===== src/rtl/tpwm_pkg.sv =====
// shared constants and types for the tick pwm block with shadow update
`default_nettype none

package tpwm_pkg;

   localparam int COUNT_WIDTH_DEFAULT    = 24;
   localparam int DUTY_FRAC_BITS_DEFAULT = 16;

   // period loaded at reset, duty at reset is one half
   localparam int RESET_PERIOD = 1000;

   localparam logic KIND_TICK   = 1'b0;
   localparam logic KIND_UPDATE = 1'b1;

   typedef struct packed {
      logic kind;
      logic defer_update;
   } req_ctl_type;

endpackage

`default_nettype wire


===== src/rtl/tpwm_channels.sv =====
// valid/ready channel interfaces for request and response
`default_nettype none

interface tpwm_req_if #(
   parameter int COUNT_WIDTH    = tpwm_pkg::COUNT_WIDTH_DEFAULT,
   parameter int DUTY_FRAC_BITS = tpwm_pkg::DUTY_FRAC_BITS_DEFAULT
) ();
   logic                      valid;
   logic                      ready;
   logic                      kind;
   logic [COUNT_WIDTH-1:0]    new_period;
   logic [DUTY_FRAC_BITS:0]   new_duty;
   logic                      defer_update;

   modport source (output valid, kind, new_period, new_duty, defer_update, input ready);
   modport sink   (input valid, kind, new_period, new_duty, defer_update, output ready);
endinterface

interface tpwm_rsp_if ();
   logic valid;
   logic ready;
   logic pin_level;
   logic phase_switched;

   modport source (output valid, pin_level, phase_switched, input ready);
   modport sink   (input valid, pin_level, phase_switched, output ready);
endinterface

`default_nettype wire


===== src/rtl/tpwm_in_reg.sv =====
// input register stage for tick and update requests
`default_nettype none

module tpwm_in_reg #(
   parameter int COUNT_WIDTH    = tpwm_pkg::COUNT_WIDTH_DEFAULT,
   parameter int DUTY_FRAC_BITS = tpwm_pkg::DUTY_FRAC_BITS_DEFAULT
) (
   input  wire logic                    clock,
   input  wire logic                    reset,
   input  wire logic                    req_valid,
   output logic                         req_ready,
   input  wire logic                    req_kind,
   input  wire logic [COUNT_WIDTH-1:0]  req_new_period,
   input  wire logic [DUTY_FRAC_BITS:0] req_new_duty,
   input  wire logic                    req_defer_update,
   output logic                         stage_valid,
   output tpwm_pkg::req_ctl_type        stage_ctl,
   output logic [COUNT_WIDTH-1:0]       stage_period,
   output logic [DUTY_FRAC_BITS:0]      stage_duty,
   input  wire logic                    stage_take
);

   logic                     valid_ff, valid_in;
   tpwm_pkg::req_ctl_type    ctl_ff;
   logic [COUNT_WIDTH-1:0]   period_ff;
   logic [DUTY_FRAC_BITS:0]  duty_ff;
   logic                     load;

   assign req_ready = !valid_ff || stage_take;
   assign load      = req_valid && req_ready;
   assign valid_in  = req_ready ? req_valid : valid_ff;

   always_ff @(posedge clock) begin
      if (reset) begin
         valid_ff <= 1'b0;
      end else begin
         valid_ff <= valid_in;
      end
   end

   always_ff @(posedge clock) begin
      if (load) begin
         ctl_ff.kind         <= req_kind;
         ctl_ff.defer_update <= req_defer_update;
         period_ff           <= req_new_period;
         duty_ff             <= req_new_duty;
      end
   end

   assign stage_valid  = valid_ff;
   assign stage_ctl    = ctl_ff;
   assign stage_period = period_ff;
   assign stage_duty   = duty_ff;

endmodule

`default_nettype wire


===== src/rtl/tpwm_core.sv =====
// pwm phase state, on-time multiply and response register
`default_nettype none

module tpwm_core #(
   parameter int COUNT_WIDTH    = tpwm_pkg::COUNT_WIDTH_DEFAULT,
   parameter int DUTY_FRAC_BITS = tpwm_pkg::DUTY_FRAC_BITS_DEFAULT
) (
   input  wire logic                    clock,
   input  wire logic                    reset,
   input  wire logic                    stage_valid,
   input  wire tpwm_pkg::req_ctl_type   stage_ctl,
   input  wire logic [COUNT_WIDTH-1:0]  stage_period,
   input  wire logic [DUTY_FRAC_BITS:0] stage_duty,
   output logic                         stage_take,
   output logic                         rsp_valid,
   input  wire logic                    rsp_ready,
   output logic                         rsp_pin_level,
   output logic                         rsp_phase_switched
);

   localparam int PROD_WIDTH = COUNT_WIDTH + DUTY_FRAC_BITS + 1;
   localparam logic [COUNT_WIDTH-1:0] RESET_PERIOD = COUNT_WIDTH'(tpwm_pkg::RESET_PERIOD);
   localparam logic [COUNT_WIDTH-1:0] RESET_ON     = RESET_PERIOD >> 1;
   localparam logic [DUTY_FRAC_BITS:0] DUTY_ONE    = (DUTY_FRAC_BITS+1)'(1) << DUTY_FRAC_BITS;

   logic                    active_ff, active_in;
   logic                    defer_ff, defer_in;
   logic [COUNT_WIDTH-1:0]  period_now_ff, period_now_in;
   logic [COUNT_WIDTH-1:0]  on_now_ff, on_now_in;
   logic [COUNT_WIDTH-1:0]  pend_period_ff, pend_period_in;
   logic [COUNT_WIDTH-1:0]  pend_on_ff, pend_on_in;
   logic [COUNT_WIDTH-1:0]  elapsed_ff, elapsed_in;
   logic [COUNT_WIDTH-1:0]  delay_ff, delay_in;
   logic                    rsp_valid_ff, rsp_valid_in;
   logic                    pin_ff, pin_in;
   logic                    switched_ff, switched_in;

   logic [DUTY_FRAC_BITS:0] duty_sat;
   logic [PROD_WIDTH-1:0]   prod;
   logic [COUNT_WIDTH-1:0]  on_new;
   logic [COUNT_WIDTH-1:0]  elapsed_inc;
   logic                    hit;

   assign stage_take = stage_valid && (!rsp_valid_ff || rsp_ready);

   // saturate duty to one, on-time = floor(period * duty)
   assign duty_sat = (stage_duty > DUTY_ONE) ? DUTY_ONE : stage_duty;
   assign prod     = PROD_WIDTH'(stage_period) * PROD_WIDTH'(duty_sat);
   assign on_new   = prod[DUTY_FRAC_BITS +: COUNT_WIDTH];

   assign elapsed_inc = elapsed_ff + COUNT_WIDTH'(1);
   assign hit         = elapsed_inc >= delay_ff;

   always_comb begin
      active_in      = active_ff;
      defer_in       = defer_ff;
      period_now_in  = period_now_ff;
      on_now_in      = on_now_ff;
      pend_period_in = pend_period_ff;
      pend_on_in     = pend_on_ff;
      elapsed_in     = elapsed_ff;
      delay_in       = delay_ff;
      switched_in    = switched_ff;
      pin_in         = pin_ff;
      rsp_valid_in   = rsp_valid_ff && !rsp_ready;
      if (stage_take) begin
         rsp_valid_in = 1'b1;
         switched_in  = 1'b0;
         if (stage_ctl.kind == tpwm_pkg::KIND_UPDATE) begin
            pend_period_in = stage_period;
            pend_on_in     = on_new;
            defer_in       = stage_ctl.defer_update;
            if (!stage_ctl.defer_update) begin
               period_now_in = stage_period;
               on_now_in     = on_new;
            end
         end else begin
            elapsed_in = elapsed_inc;
            if (hit) begin
               elapsed_in  = elapsed_inc - delay_ff;
               switched_in = 1'b1;
               if (active_ff) begin
                  active_in = 1'b0;
                  delay_in  = period_now_ff - on_now_ff;
               end else begin
                  active_in = 1'b1;
                  if (defer_ff) begin
                     period_now_in = pend_period_ff;
                     on_now_in     = pend_on_ff;
                     delay_in      = pend_on_ff;
                  end else begin
                     delay_in = on_now_ff;
                  end
               end
            end
         end
         pin_in = active_in;
      end
   end

   always_ff @(posedge clock) begin
      if (reset) begin
         active_ff      <= 1'b1;
         defer_ff       <= 1'b0;
         period_now_ff  <= RESET_PERIOD;
         on_now_ff      <= RESET_ON;
         pend_period_ff <= RESET_PERIOD;
         pend_on_ff     <= RESET_ON;
         elapsed_ff     <= '0;
         delay_ff       <= RESET_ON;
         rsp_valid_ff   <= 1'b0;
      end else begin
         active_ff      <= active_in;
         defer_ff       <= defer_in;
         period_now_ff  <= period_now_in;
         on_now_ff      <= on_now_in;
         pend_period_ff <= pend_period_in;
         pend_on_ff     <= pend_on_in;
         elapsed_ff     <= elapsed_in;
         delay_ff       <= delay_in;
         rsp_valid_ff   <= rsp_valid_in;
      end
   end

   always_ff @(posedge clock) begin
      pin_ff      <= pin_in;
      switched_ff <= switched_in;
   end

   assign rsp_valid          = rsp_valid_ff;
   assign rsp_pin_level      = pin_ff;
   assign rsp_phase_switched = switched_ff;

   a_on_le_period: assert property (@(posedge clock) disable iff (reset)
      (on_now_ff <= period_now_ff) && (pend_on_ff <= pend_period_ff))
      else $error("on-time exceeds period");

   a_update_no_switch: assert property (@(posedge clock) disable iff (reset)
      stage_take && (stage_ctl.kind == tpwm_pkg::KIND_UPDATE) |=> !switched_ff)
      else $error("update transfer reported a phase switch");

   a_pin_tracks_phase: assert property (@(posedge clock) disable iff (reset)
      stage_take |=> (pin_ff == active_ff))
      else $error("pin level differs from phase");

   a_switch_flips: assert property (@(posedge clock) disable iff (reset)
      stage_take |=> (switched_ff == (active_ff != $past(active_ff))))
      else $error("phase switch flag and phase change disagree");

endmodule

`default_nettype wire


===== src/rtl/tick_pwm_with_shadow_update.sv =====
// top level of the tick pwm generator with shadow period and duty update
`default_nettype none

// Each request is either a tick, which advances the phase counter by one and may flip
// the pwm pin, or an update of period and duty (Q1.DUTY_FRAC_BITS, saturated to 1.0).
// An immediate update takes effect at the next phase switch; a deferred update is
// reapplied at every start of the active phase until an immediate update clears it.
// Every request yields one response with the pin level and a phase switch flag.
// One request per clock is accepted while the response register is free or being taken;
// each request passes through the input register and then through the counter compare
// or the on-time multiply into the response register.
module tick_pwm_with_shadow_update #(
   parameter int COUNT_WIDTH    = tpwm_pkg::COUNT_WIDTH_DEFAULT,
   parameter int DUTY_FRAC_BITS = tpwm_pkg::DUTY_FRAC_BITS_DEFAULT
) (
   input  wire logic   clock,
   input  wire logic   reset,
   tpwm_req_if.sink    req_ch,
   tpwm_rsp_if.source  rsp_ch
);

   logic                     stage_valid;
   tpwm_pkg::req_ctl_type    stage_ctl;
   logic [COUNT_WIDTH-1:0]   stage_period;
   logic [DUTY_FRAC_BITS:0]  stage_duty;
   logic                     stage_take;

   tpwm_in_reg #(
      .COUNT_WIDTH    (COUNT_WIDTH),
      .DUTY_FRAC_BITS (DUTY_FRAC_BITS)
   ) u_in_reg (
      .clock            (clock),
      .reset            (reset),
      .req_valid        (req_ch.valid),
      .req_ready        (req_ch.ready),
      .req_kind         (req_ch.kind),
      .req_new_period   (req_ch.new_period),
      .req_new_duty     (req_ch.new_duty),
      .req_defer_update (req_ch.defer_update),
      .stage_valid      (stage_valid),
      .stage_ctl        (stage_ctl),
      .stage_period     (stage_period),
      .stage_duty       (stage_duty),
      .stage_take       (stage_take)
   );

   tpwm_core #(
      .COUNT_WIDTH    (COUNT_WIDTH),
      .DUTY_FRAC_BITS (DUTY_FRAC_BITS)
   ) u_core (
      .clock              (clock),
      .reset              (reset),
      .stage_valid        (stage_valid),
      .stage_ctl          (stage_ctl),
      .stage_period       (stage_period),
      .stage_duty         (stage_duty),
      .stage_take         (stage_take),
      .rsp_valid          (rsp_ch.valid),
      .rsp_ready          (rsp_ch.ready),
      .rsp_pin_level      (rsp_ch.pin_level),
      .rsp_phase_switched (rsp_ch.phase_switched)
   );

endmodule

`default_nettype wire


===== src/flat_wrapper.sv =====
// flat-port wrapper written by rule: the top's interface ports become plain ports
module tick_pwm_with_shadow_update_flat 
#(
   parameter int COUNT_WIDTH    = tpwm_pkg::COUNT_WIDTH_DEFAULT,
   parameter int DUTY_FRAC_BITS = tpwm_pkg::DUTY_FRAC_BITS_DEFAULT
)
  (clock, reset, req_ch_valid, req_ch_kind, req_ch_new_period, req_ch_new_duty, req_ch_defer_update, req_ch_ready, rsp_ch_valid, rsp_ch_pin_level, rsp_ch_phase_switched, rsp_ch_ready);
  tpwm_req_if #(.COUNT_WIDTH(COUNT_WIDTH), .DUTY_FRAC_BITS(DUTY_FRAC_BITS)) req_ch_i ();
  tpwm_rsp_if rsp_ch_i ();
  input  wire logic clock;
  input  wire logic reset;
  input wire logic [$bits(req_ch_i.valid)-1:0] req_ch_valid;
  input wire logic [$bits(req_ch_i.kind)-1:0] req_ch_kind;
  input wire logic [$bits(req_ch_i.new_period)-1:0] req_ch_new_period;
  input wire logic [$bits(req_ch_i.new_duty)-1:0] req_ch_new_duty;
  input wire logic [$bits(req_ch_i.defer_update)-1:0] req_ch_defer_update;
  output wire logic [$bits(req_ch_i.ready)-1:0] req_ch_ready;
  output wire logic [$bits(rsp_ch_i.valid)-1:0] rsp_ch_valid;
  output wire logic [$bits(rsp_ch_i.pin_level)-1:0] rsp_ch_pin_level;
  output wire logic [$bits(rsp_ch_i.phase_switched)-1:0] rsp_ch_phase_switched;
  input wire logic [$bits(rsp_ch_i.ready)-1:0] rsp_ch_ready;
  assign req_ch_i.valid = req_ch_valid;
  assign req_ch_i.kind = req_ch_kind;
  assign req_ch_i.new_period = req_ch_new_period;
  assign req_ch_i.new_duty = req_ch_new_duty;
  assign req_ch_i.defer_update = req_ch_defer_update;
  assign req_ch_ready = req_ch_i.ready;
  assign rsp_ch_valid = rsp_ch_i.valid;
  assign rsp_ch_pin_level = rsp_ch_i.pin_level;
  assign rsp_ch_phase_switched = rsp_ch_i.phase_switched;
  assign rsp_ch_i.ready = rsp_ch_ready;
  tick_pwm_with_shadow_update #(.COUNT_WIDTH(COUNT_WIDTH), .DUTY_FRAC_BITS(DUTY_FRAC_BITS)) u_core (.clock(clock), .reset(reset), .req_ch(req_ch_i), .rsp_ch(rsp_ch_i));
endmodule

===== config.mk =====
export PLATFORM = sky130hd
export DESIGN_NAME = tick_pwm_with_shadow_update_flat
export DESIGN_NICKNAME = d
export VERILOG_FILES = /design/src/rtl/tpwm_pkg.sv /design/src/rtl/tpwm_channels.sv /design/src/rtl/tpwm_in_reg.sv /design/src/rtl/tpwm_core.sv /design/src/rtl/tick_pwm_with_shadow_update.sv /design/src/flat_wrapper.sv
export SDC_FILE = /design/constraint.sdc
export NUM_CORES = 1
export LEC_CHECK = 0
export BUFFER_PORTS_ARGS = -buffer_cell sky130_fd_sc_hd__buf_2
export CORE_UTILIZATION = 60
export CTS_CLUSTER_DIAMETER = 60
export DETAILED_ROUTE_END_ITERATION = 10
export PLACE_DENSITY = 0.77
export REMOVE_ABC_BUFFERS = 1
export SYNTH_ARGS = -nofsm -noshare
export SYNTH_HDL_FRONTEND = slang
export SYNTH_SLANG_ARGS = --single-unit

===== constraint.sdc =====
create_clock -name clock -period 9.5 [get_ports clock]
set_clock_uncertainty 0.2 [all_clocks]
set_input_delay 1.425 -clock clock [delete_from_list [all_inputs] [get_ports clock]]
set_output_delay 1.425 -clock clock [all_outputs]
set_load 0.05 [all_outputs]

==> impl_metrics.csv <==
group,metric,value,unit
status,status,"finished clean",
floorplanning,rows,73,
power_and_ir_drop,p_sw_share,53.2,%
worst_setup_path,crit_type,"flip-flop to flip-flop",
yosys,yosysTopAreaCell,"fa_1",
yosys,post_synth.cell_area_avg,8.45,um^2
sta,slew_violations,0,
cts,cts_resized,0,
floorplanning,die_w,202,um
cts,cts_made_buffers,17,
cts,cts_tree,"yes",
cts,clock_latency,0.49,ns
yosys,async_flop_share,0,%
grt,gr-usage-met2,53.8,%
floorplanning,ios,51,
grt,grt_pass1_wl,104000,um
grt,antenna_found_initial,1,
yosys,netlist_instances,2855,
sta,slew_headroom,13.2,%
power_and_ir_drop,p_leak,11.7,nW
worst_setup_path,crit_path_top_delay_cell,"nor2b_1",
worst_setup_path,cp-end-kind,"flip-flop",
sta,worstMarginPinSlew,1.30,ns
power_and_ir_drop,p_total,6.49,mW
power_and_ir_drop,pwr-share-clk,11.8,%
worst_setup_path,arrival,8.81,ns
worst_setup_path,crit_required,9.72,ns
route,vias_per_cell,5.98,
power_and_ir_drop,comb_power_share,72.4,%
sta,hold_viol,0,
yosys,synthTopCellsByArea,"fa_1, dfxtp_1, ha_1, inv_1, nand2_1",
placed_design,dp_hpwl,46100,um
sta,period_share,90.5,%
finish,insertedDiodeCount,0,
yosys,synth-edff-count,45,
cts,clock-sinks,193,
yosys,ys_ff_latch,193,
grt,grt_max_degree,78,
finish,drive_gt1_share,5.44,%
cts,root_buffer,"clkbuf_16",
route,vias,19900,
yosys,synth_warnings,0,
finish,fillCellCount,3396,
power_and_ir_drop,p_switching,3.46,mW
floorplanning,core_region_area,39600,um^2
route,wirelength,62500,um
route,routedWlPerCell,18.8,um
min_path,worstHoldPathCells,2,
worst_setup_path,reg2regPathDepth,25,
grt,globalRouteTotalUtil,31.9,%
min_path,hold_end,"u_core.u_core.delay_ff[0]",
floorplanning,dieArea,41000,um^2
cts,clk_pin_slew,0.09,ns
worst_setup_path,crit_fanout,16,
sta,period_needed,8.60,ns
sta,fin_tns_setup,0,ns
floorplanning,initial_core_util,60.8,%
grt,grt_pass1_vias,21000,
min_path,min_path_type,"flip-flop to flip-flop",
grt,gr-usage-met3,5.39,%
grt,globalRouteMet1Util,41.1,%
cts,ctsHoldBuffers,0,
worst_setup_path,r2r_start,"u_core.u_in_reg.stage_duty[6]",
power_and_ir_drop,pwr-share-seq,15.8,%
min_path,hold_start,"u_core.u_core.delay_ff[0]",
power_and_ir_drop,p_int,3.04,mW
sta,rsz0062_at_grt,"false",
worst_setup_path,startpoint_type,"flip-flop",
grt,grt_overflow_total,0,
worst_setup_path,worstReg2RegEnd,"u_core.u_core.pend_on_ff[15]",
power_and_ir_drop,power_density,257,nW/um^2
cts,htree_levels,4,
power_and_ir_drop,peakVddDrop,0.000219,V
yosys,seq_area_frac_synth,17.9,%
yosys,synth-main-ff-cell,"dfxtp_1",
yosys,synthesis.area,24100,um^2
placed_design,io_buffers,50,
floorplanning,fp.dieH,202,um
route,drtPass1Iterations,6,
job,maxCapViolCount,0,
cts,clock_path_buffers,2,
cts,cts_setup_buffers,0,
route,drc,0,
finish,area_growth,4.65,%
route,postRouteAntennaNets,0,
sta,setup_viol,0,
route,drt_iter0_markers,1690,
worst_setup_path,worst_path_most_repeated_cell,"fa_1",
finish,nets,3315,
worst_setup_path,r2r_slack,0.90,ns
sta,max_freq,0.116,GHz
worst_setup_path,critPathMaxStageDelay,0.70,ns
grt,top_usage_layer,"met2",
yosys,netlist-cell-type-count,83,
yosys,synth_top_area_share,27.2,%
placed_design,gp_congestion,0.968,
## power groups by stage
stage | clock network (mW) | registers (mW) | logic, mW
2_1_floorplan | 0 | 1.03 | 3.42
3_3_place_gp | 0 | 1.04 | 4.50
3_5_place_dp | 0 | 1.04 | 4.61
4_1_cts | 0.781 | 1.02 | 4.64
5_1_grt | 0.813 | 1.04 | 5.27
6_report | 0.767 | 1.03 | 4.70
## stage by stage
stage | instance area, um^2 | hold slack (ns) | utilization [%] | instances | setup slack [ns]
finish | 25200 | 0.256 | 63.7 | 3321 | 0.904
floorplan | 23400 | 0.225 | - | 2681 | 1.89
CTS | 25200 | 0.257 | 63.7 | 3321 | 0.999
detailed placement | 24600 | 0.246 | 62.1 | 3289 | 1.02
global placement | 24600 | 0.240 | 62.1 | 3289 | 1.34
global route | 25200 | 0.272 | 63.7 | 3321 | 0.429
## worst max path at each step
stage,from,endpoint,slack [ns],cells past startpoint
floorplan,u_core.u_in_reg.stage_duty[15],u_core.u_core.pend_on_ff[15],1.89,24
global placement,u_core.u_in_reg.stage_duty[9],u_core.u_core.pend_on_ff[15],1.34,25
detailed placement,u_core.u_in_reg.stage_duty[9],u_core.u_core.pend_on_ff[15],1.02,25
CTS,u_core.u_in_reg.stage_duty[6],u_core.u_core.pend_on_ff[15],1.0,25
global route,u_core.u_in_reg.stage_duty[6],u_core.u_core.pend_on_ff[15],0.43,25
finish,u_core.u_in_reg.stage_duty[6],u_core.u_core.pend_on_ff[15],0.90,25
## routing by layer
metal | wire (um) | vias to the layer above
li1 | - | 9122
met1 | 25800 | 9750
met2 | 30400 | 840
met3 | 4680 | 157
met4 | 1640 | 0
met5 | 0 | -
## cells by family after synthesis
logic type | count (synthesis) | share of synthesized area (%)
mux | 44 | 1.84
fa+ha+maj | 485 | 35.4
simple gates | 898 | 17.5
compound gates | 508 | 14.4
xor+xnor | 78 | 2.83
buf+inv | 649 | 10.2
flops | 193 | 17.9
## registers in the layout, summed over array words and instances, names as in the netlist
| signal | count |
|---|---|
| u_core.u_core.pend_period_ff | 24 |
| u_core.u_core.elapsed_ff | 24 |
| u_core.u_core.rsp_valid | 1 |
| u_core.u_core.rsp_pin_level | 1 |
| u_core.u_core.period_now_ff | 24 |
| u_core.u_core.rsp_phase_switched | 1 |
| u_core.u_core.delay_ff | 24 |
| u_core.u_in_reg.stage_duty | 17 |
| u_core.u_core.pend_on_ff | 24 |
| u_core.u_in_reg.stage_valid | 1 |
| u_core.u_in_reg.stage_ctl | 2 |
| u_core.u_core.active_ff | 1 |
| u_core.u_core.defer_ff | 1 |
| u_core.u_core.on_now_ff | 24 |
| u_core.u_in_reg.stage_period | 24 |
## cells in the mapped netlist, types with 24 or more instances
| cell | count |
|---|---|
| inv_1 | 474 |
| nand2_1 | 429 |
| fa_1 | 328 |
| and2_1 | 162 |
| ha_1 | 157 |
| clkbuf_1 | 150 |
| dfxtp_1 | 148 |
| a21oi_1 | 140 |
| nor2_1 | 119 |
| o21ai_0 | 73 |
| a211oi_1 | 59 |
| xnor2_1 | 55 |
| nand3_1 | 47 |
| edfxtp_1 | 45 |
| mux2i_1 | 41 |
| a311oi_1 | 33 |
| o211ai_1 | 32 |
| a21o_1 | 27 |
| nor2b_1 | 24 |
## area by class of cell
type / count / area, um^2 / share of cell area, %
multi-input combinational: 2013 / 17400 / 68.8
sequential: 193 / 4320 / 17.1
inverter: 475 / 1780 / 7.07
tap: 525 / 657 / 2.60
timing repair buffer: 83 / 500 / 1.98
clock buffer: 17 / 425 / 1.69
clock inverter: 15 / 184 / 0.729
## critical path, delay by kind of cell, from the launching register on
family	cells	cell delay, ns
fa+ha+maj	7	3.33
simple gates	3	1.16
buf+inv	6	0.59
flops	1	0.41
compound gates	9	2.83
## layout by cell type, fill, tap and decap left out, drive strengths merged, types with 14 or more instances in the layout
cell and n:
inv 483, nand2 429, fa 328, and2 162, ha 157, dfxtp 148, a21oi 143, nor2 119
buf 83, o21ai 74, a211oi 61, xnor2 55, nand3 48, edfxtp 45, mux2i 41, a311oi 33
o211ai 32, a21o 27, nor2b 24, xor2 23, nor3 22, nand4 19, and3 19, clkbuf 17
o31ai 17, or3 16, o21a 14
Power figures use the tool's default switching activity.
